`config.mk`:
```
export PLATFORM = sky130hd
export DESIGN_NAME = ppid_qmul
export DESIGN_NICKNAME = d
export VERILOG_FILES = /design/src/design/ppid_pkg.sv /design/src/design/ppid_qmul.sv
export SDC_FILE = /design/constraint.sdc
export NUM_CORES = 2
export LEC_CHECK = 0
export BUFFER_PORTS_ARGS = -buffer_cell sky130_fd_sc_hd__buf_2
export CORE_MARGIN = 2
export CORE_UTILIZATION = 31
export CTS_CLUSTER_DIAMETER = 40
export DETAILED_ROUTE_END_ITERATION = 10
export SYNTH_ARGS = -nofsm -noshare
export SYNTH_HDL_FRONTEND = slang
export SYNTH_SLANG_ARGS = --single-unit
```
`constraint.sdc`:
```
create_clock -name clk -period 10.9 [get_ports clk]
set_clock_uncertainty 0.05 [all_clocks]
set_input_delay 2.18 -clock clk [delete_from_list [all_inputs] [get_ports clk]]
set_output_delay 2.18 -clock clk [all_outputs]
set_load 0.01 [all_outputs]
```
`src/design/ppid_pkg.sv`:
```
package ppid_pkg;

	// What one item asks of the controller, decided at the front stage.
	typedef enum logic [1:0] {
		KIND_STEP,
		KIND_HOLD,
		KIND_OFF,
		KIND_CLEAR
	} step_kind_t;

	localparam int CFG_IDX_W = 3;
	typedef logic [CFG_IDX_W-1:0] cfg_idx_t;

	localparam cfg_idx_t CFG_GAIN_P    = 3'd0;
	localparam cfg_idx_t CFG_GAIN_I    = 3'd1;
	localparam cfg_idx_t CFG_GAIN_D    = 3'd2;
	localparam cfg_idx_t CFG_BIAS      = 3'd3;
	localparam cfg_idx_t CFG_OUT_LIM   = 3'd4;
	localparam cfg_idx_t CFG_INT_LIM   = 3'd5;
	localparam cfg_idx_t CFG_ERR_WIN   = 3'd6;
	localparam cfg_idx_t CFG_MODE      = 3'd7;

	localparam logic [63:0] OUT_LIM_RST = 64'h0001_0000_FFFF_0000;
	localparam logic [63:0] INT_LIM_RST = 64'h7FFF_FFFF_8000_0000;
	localparam logic [63:0] ERR_WIN_RST = 64'h7FFF_FFFF_0000_0000;

	localparam int MODE_OFF_BIT = 0;
	localparam int MODE_SC_BIT  = 1;

	// Side information that travels with an item through the product stages.
	typedef struct packed {
		step_kind_t  kind;
		logic        win;
		logic        sc;
		logic [31:0] err_now;
	} step_tag_t;

	// Stage enables for the rounded multiplier.
	typedef struct packed {
		logic load_prod;
		logic load_rnd;
	} qmul_ctl_t;

endpackage

```
`src/design/ppid_qmul.sv`:
```
module ppid_qmul #(
	parameter int DATA_WIDTH = 32,
	parameter int FRAC_BITS = 16
) (
	input  logic                         clk,
	input  ppid_pkg::qmul_ctl_t          ctl,
	input  logic signed [DATA_WIDTH-1:0] a,
	input  logic signed [DATA_WIDTH-1:0] b,
	output logic signed [DATA_WIDTH-1:0] rnd_s4
);
	import ppid_pkg::*;

	localparam int DW = DATA_WIDTH;
	localparam int PW = 2 * DW + 1;
	localparam logic signed [PW-1:0] HALF = {{(PW-FRAC_BITS){1'b0}}, 1'b1, {(FRAC_BITS-1){1'b0}}};
	localparam logic signed [PW-1:0] QMAX = {{(PW-DW+1){1'b0}}, {(DW-1){1'b1}}};
	localparam logic signed [PW-1:0] QMIN = ~QMAX;

	logic signed [2*DW-1:0] prod_s3;
	logic signed [PW-1:0]   prod_x;
	logic signed [PW-1:0]   biased;
	logic signed [PW-1:0]   shifted;
	logic signed [DW-1:0]   rnd_d;

	always_ff @(posedge clk) begin
		if (ctl.load_prod) begin
			prod_s3 <= a * b;
		end
		if (ctl.load_rnd) begin
			rnd_s4 <= rnd_d;
		end
	end

	// Round half away from zero: a negative product takes half minus one.
	always_comb begin
		prod_x  = {prod_s3[2*DW-1], prod_s3};
		biased  = prod_s3[2*DW-1] ? (prod_x + HALF - PW'(1)) : (prod_x + HALF);
		shifted = biased >>> FRAC_BITS;
		if (shifted > QMAX) begin
			rnd_d = QMAX[DW-1:0];
		end else if (shifted < QMIN) begin
			rnd_d = QMIN[DW-1:0];
		end else begin
			rnd_d = shifted[DW-1:0];
		end
	end

endmodule

```
==> results.cfg <==
[run]
cap_violations = 0

[cts]
ctsResizeCount = 0
cts.sinks = 96
post-cts-setup-buffer-count = 0
root_buffer = clkbuf_16
insertion_delay_ns = 0.37
cts_buffers = 9
cts_tree = yes
clkTransAtPathRegs_ns = 0.07
htree_levels = 3
cts_buffer_depth = 2
cts_hold_buf = 0

[synth]
synth_simple_gate_area_share = 0.176
synth_xor_area_frac = 0.0329
synth-edff-count = 96
muxShareOfSynthArea = 0.00147
syn-num-nets = 5825
yosys_warnings = 0
syn_area_um2 = 42600
synth_fa_ha_area_frac = 0.563
synth_area_per_cell_um2 = 9.48
synth-seq-cells = 96
yosysUniqueCellTypes = 82
synthFlopType = edfxtp_1
ys_async_sr_fraction = 0
synth_compound_area_frac = 0.0473
synthCells = 4491
synth_top_family_by_area = adder cells
ys_seq_area_frac = 0.0677

[sta]
max_slew.worst_pin.slew_ns = 1.19
fin_crit_ns = 10.35
finalHoldViolCount = 0
clock.fmax_ghz = 0.0967
setup_violations = 0
finalMaxSlewViolations = 0
rsz0062_at_grt = false
fin_crit_sh = 0.949
relSlewSlack = 0.186
setup_tns_ns = 0

[final_layout]
fillers = 14000
layout_common_cells = 1,082 x fa_1, 1,008 x inv_1, 546 x nand2_1, 520 x and2_1, 185 x ha_1
area_growth_pct = 7.36
seq_area_um2 = 2880
final_common_cell = fa_1
multi_input_area_um2 = 35000
layout-drive-gt1-share = 0.0697
nNetsFinal = 5821
fin_area_um2 = 45700

[placement]
dp_hpwl_um = 103000
place_area_um2 = 45400
gp_congestion = 0.896
io_buffers = 98

[die]
ioPinCount = 99
die_w_um = 375
num_rows = 135
fp.dieH_um = 375
initial_core_util = 0.313
core_um2 = 136000
floorplan.die_area_um2 = 140000

[grt]
grt_max_degree = 65
grt_first_pass_wirelength_um = 194000
antenna_found_initial = 10
grt_pass1_vias = 33400
overflow = 0
grt_usage = 0.178

[worst_setup_path]
crit_required_ns = 10.96
worstSetupStartpointType = input port
endpoint_kind = register
worstSetupPathType = in -> reg
regToRegSetupSlack_ns = 5.10
cp_max_fo = 20
worst_ep_arrival_time_ns = 10.41

[drt]
num_vias = 30200
vias_per_cell = 4.82
drc = 0
drt-initial-drc-count = 2036
dr.pass1.iters = 5
wl_um = 122000
ant_nets = 0
post_drt_wl_per_cell_um = 19.5

[min_path]
hp-class = reg -> reg

[run_status]
status = finished, final reports clean
-- worst max-delay path: stages --
cell and delay, ns:
buf_2 0.51, nand2_1 0.19, fa_1 0.57, inv_1 0.06, fa_1 0.55, inv_1 0.09, fa_1 0.53, inv_1 0.05
fa_1 0.48, fa_1 0.61, fa_1 0.44, fa_1 0.51, fa_1 0.49, ha_1 0.41, nand2_1 0.09, nor2_1 0.14
and3_1 0.19, nand3_1 0.10, nor4_1 0.31, buf_4 0.17, o31ai_1 0.06, buf_4 0.14, o2111ai_1 0.23, o2111ai_1 0.26
o31ai_1 0.44, nand3_1 0.20, a31o_2 0.25, xnor2_1 0.12
-- flip-flops by register name (all words and copies together) (netlist names) --
signal,cells
prod_s3,64
rnd_s4,32
-- layer usage --
layer	vias to the layer above	global-route usage	wire length (µm)
met5	-	0	22
met4	4	0.0487	3660
li1	13300	-	-
met2	1016	0.304	58500
met1	15800	0.237	52000
met3	172	0.0232	8120
-- worst paths after layout --
| check | cells after the start | to | startpoint |
|---|---|---|---|
| max | 28 | prod_s3[60] | b[8] |
| min | 2 | rnd_s4[1] | prod_s3[17] |
| max reg2reg | 13 | rnd_s4[18] | prod_s3[15] |
| min reg2reg | 2 | rnd_s4[1] | prod_s3[17] |
-- synth_stat cells, types with 37 or more instances --
master / n / area share
a21oi_1: 69 / 0.0081
and2_1: 520 / 0.076
fa_1: 1082 / 0.51
nor2_1: 100 / 0.0088
xnor2_1: 105 / 0.022
clkbuf_1: 202 / 0.018
nand2_1: 546 / 0.048
nand3_1: 46 / 0.0054
o21ai_0: 39 / 0.0046
ha_1: 185 / 0.054
a21o_1: 37 / 0.0065
inv_1: 1008 / 0.089
edfxtp_1: 96 / 0.068
xor2_1: 53 / 0.011
-- through the flow --
stage               setup WS [ns]   util  hold WS [ns]  std cells
floorplan                    1.06      -         0.657       4491
global placement           0.0768  0.334         0.888       6257
detailed placement       -0.00930  0.334         0.885       6257
CTS                         0.393  0.336         0.902       6273
global route               0.0670  0.337         0.944       6274
finish                      0.554  0.337         0.910       6276
-- logic make-up after synthesis --
group | after synthesis
and+or+nand+nor | 1427
buffers and inverters | 1244
xor gates and xnor gates | 159
muxes | 6
DFF | 96
adders and majority gates | 1267
AOI/OAI and AO/OA | 292
-- layout make-up --
type                            instances  share of cell area
Clock inverter                          7             0.00142
Antenna cell                            3            0.000164
Timing Repair Buffer                  219              0.0339
Sequential cell                        96              0.0631
Clock buffer                            9             0.00493
Tap cell                             1781              0.0488
Inverter                             1010              0.0829
Multi-Input combinational cell       3151               0.765
Power is left out: the tool's default activity adds up to more than one toggle a clock period on the data nets, which glitch-free logic cannot reach.
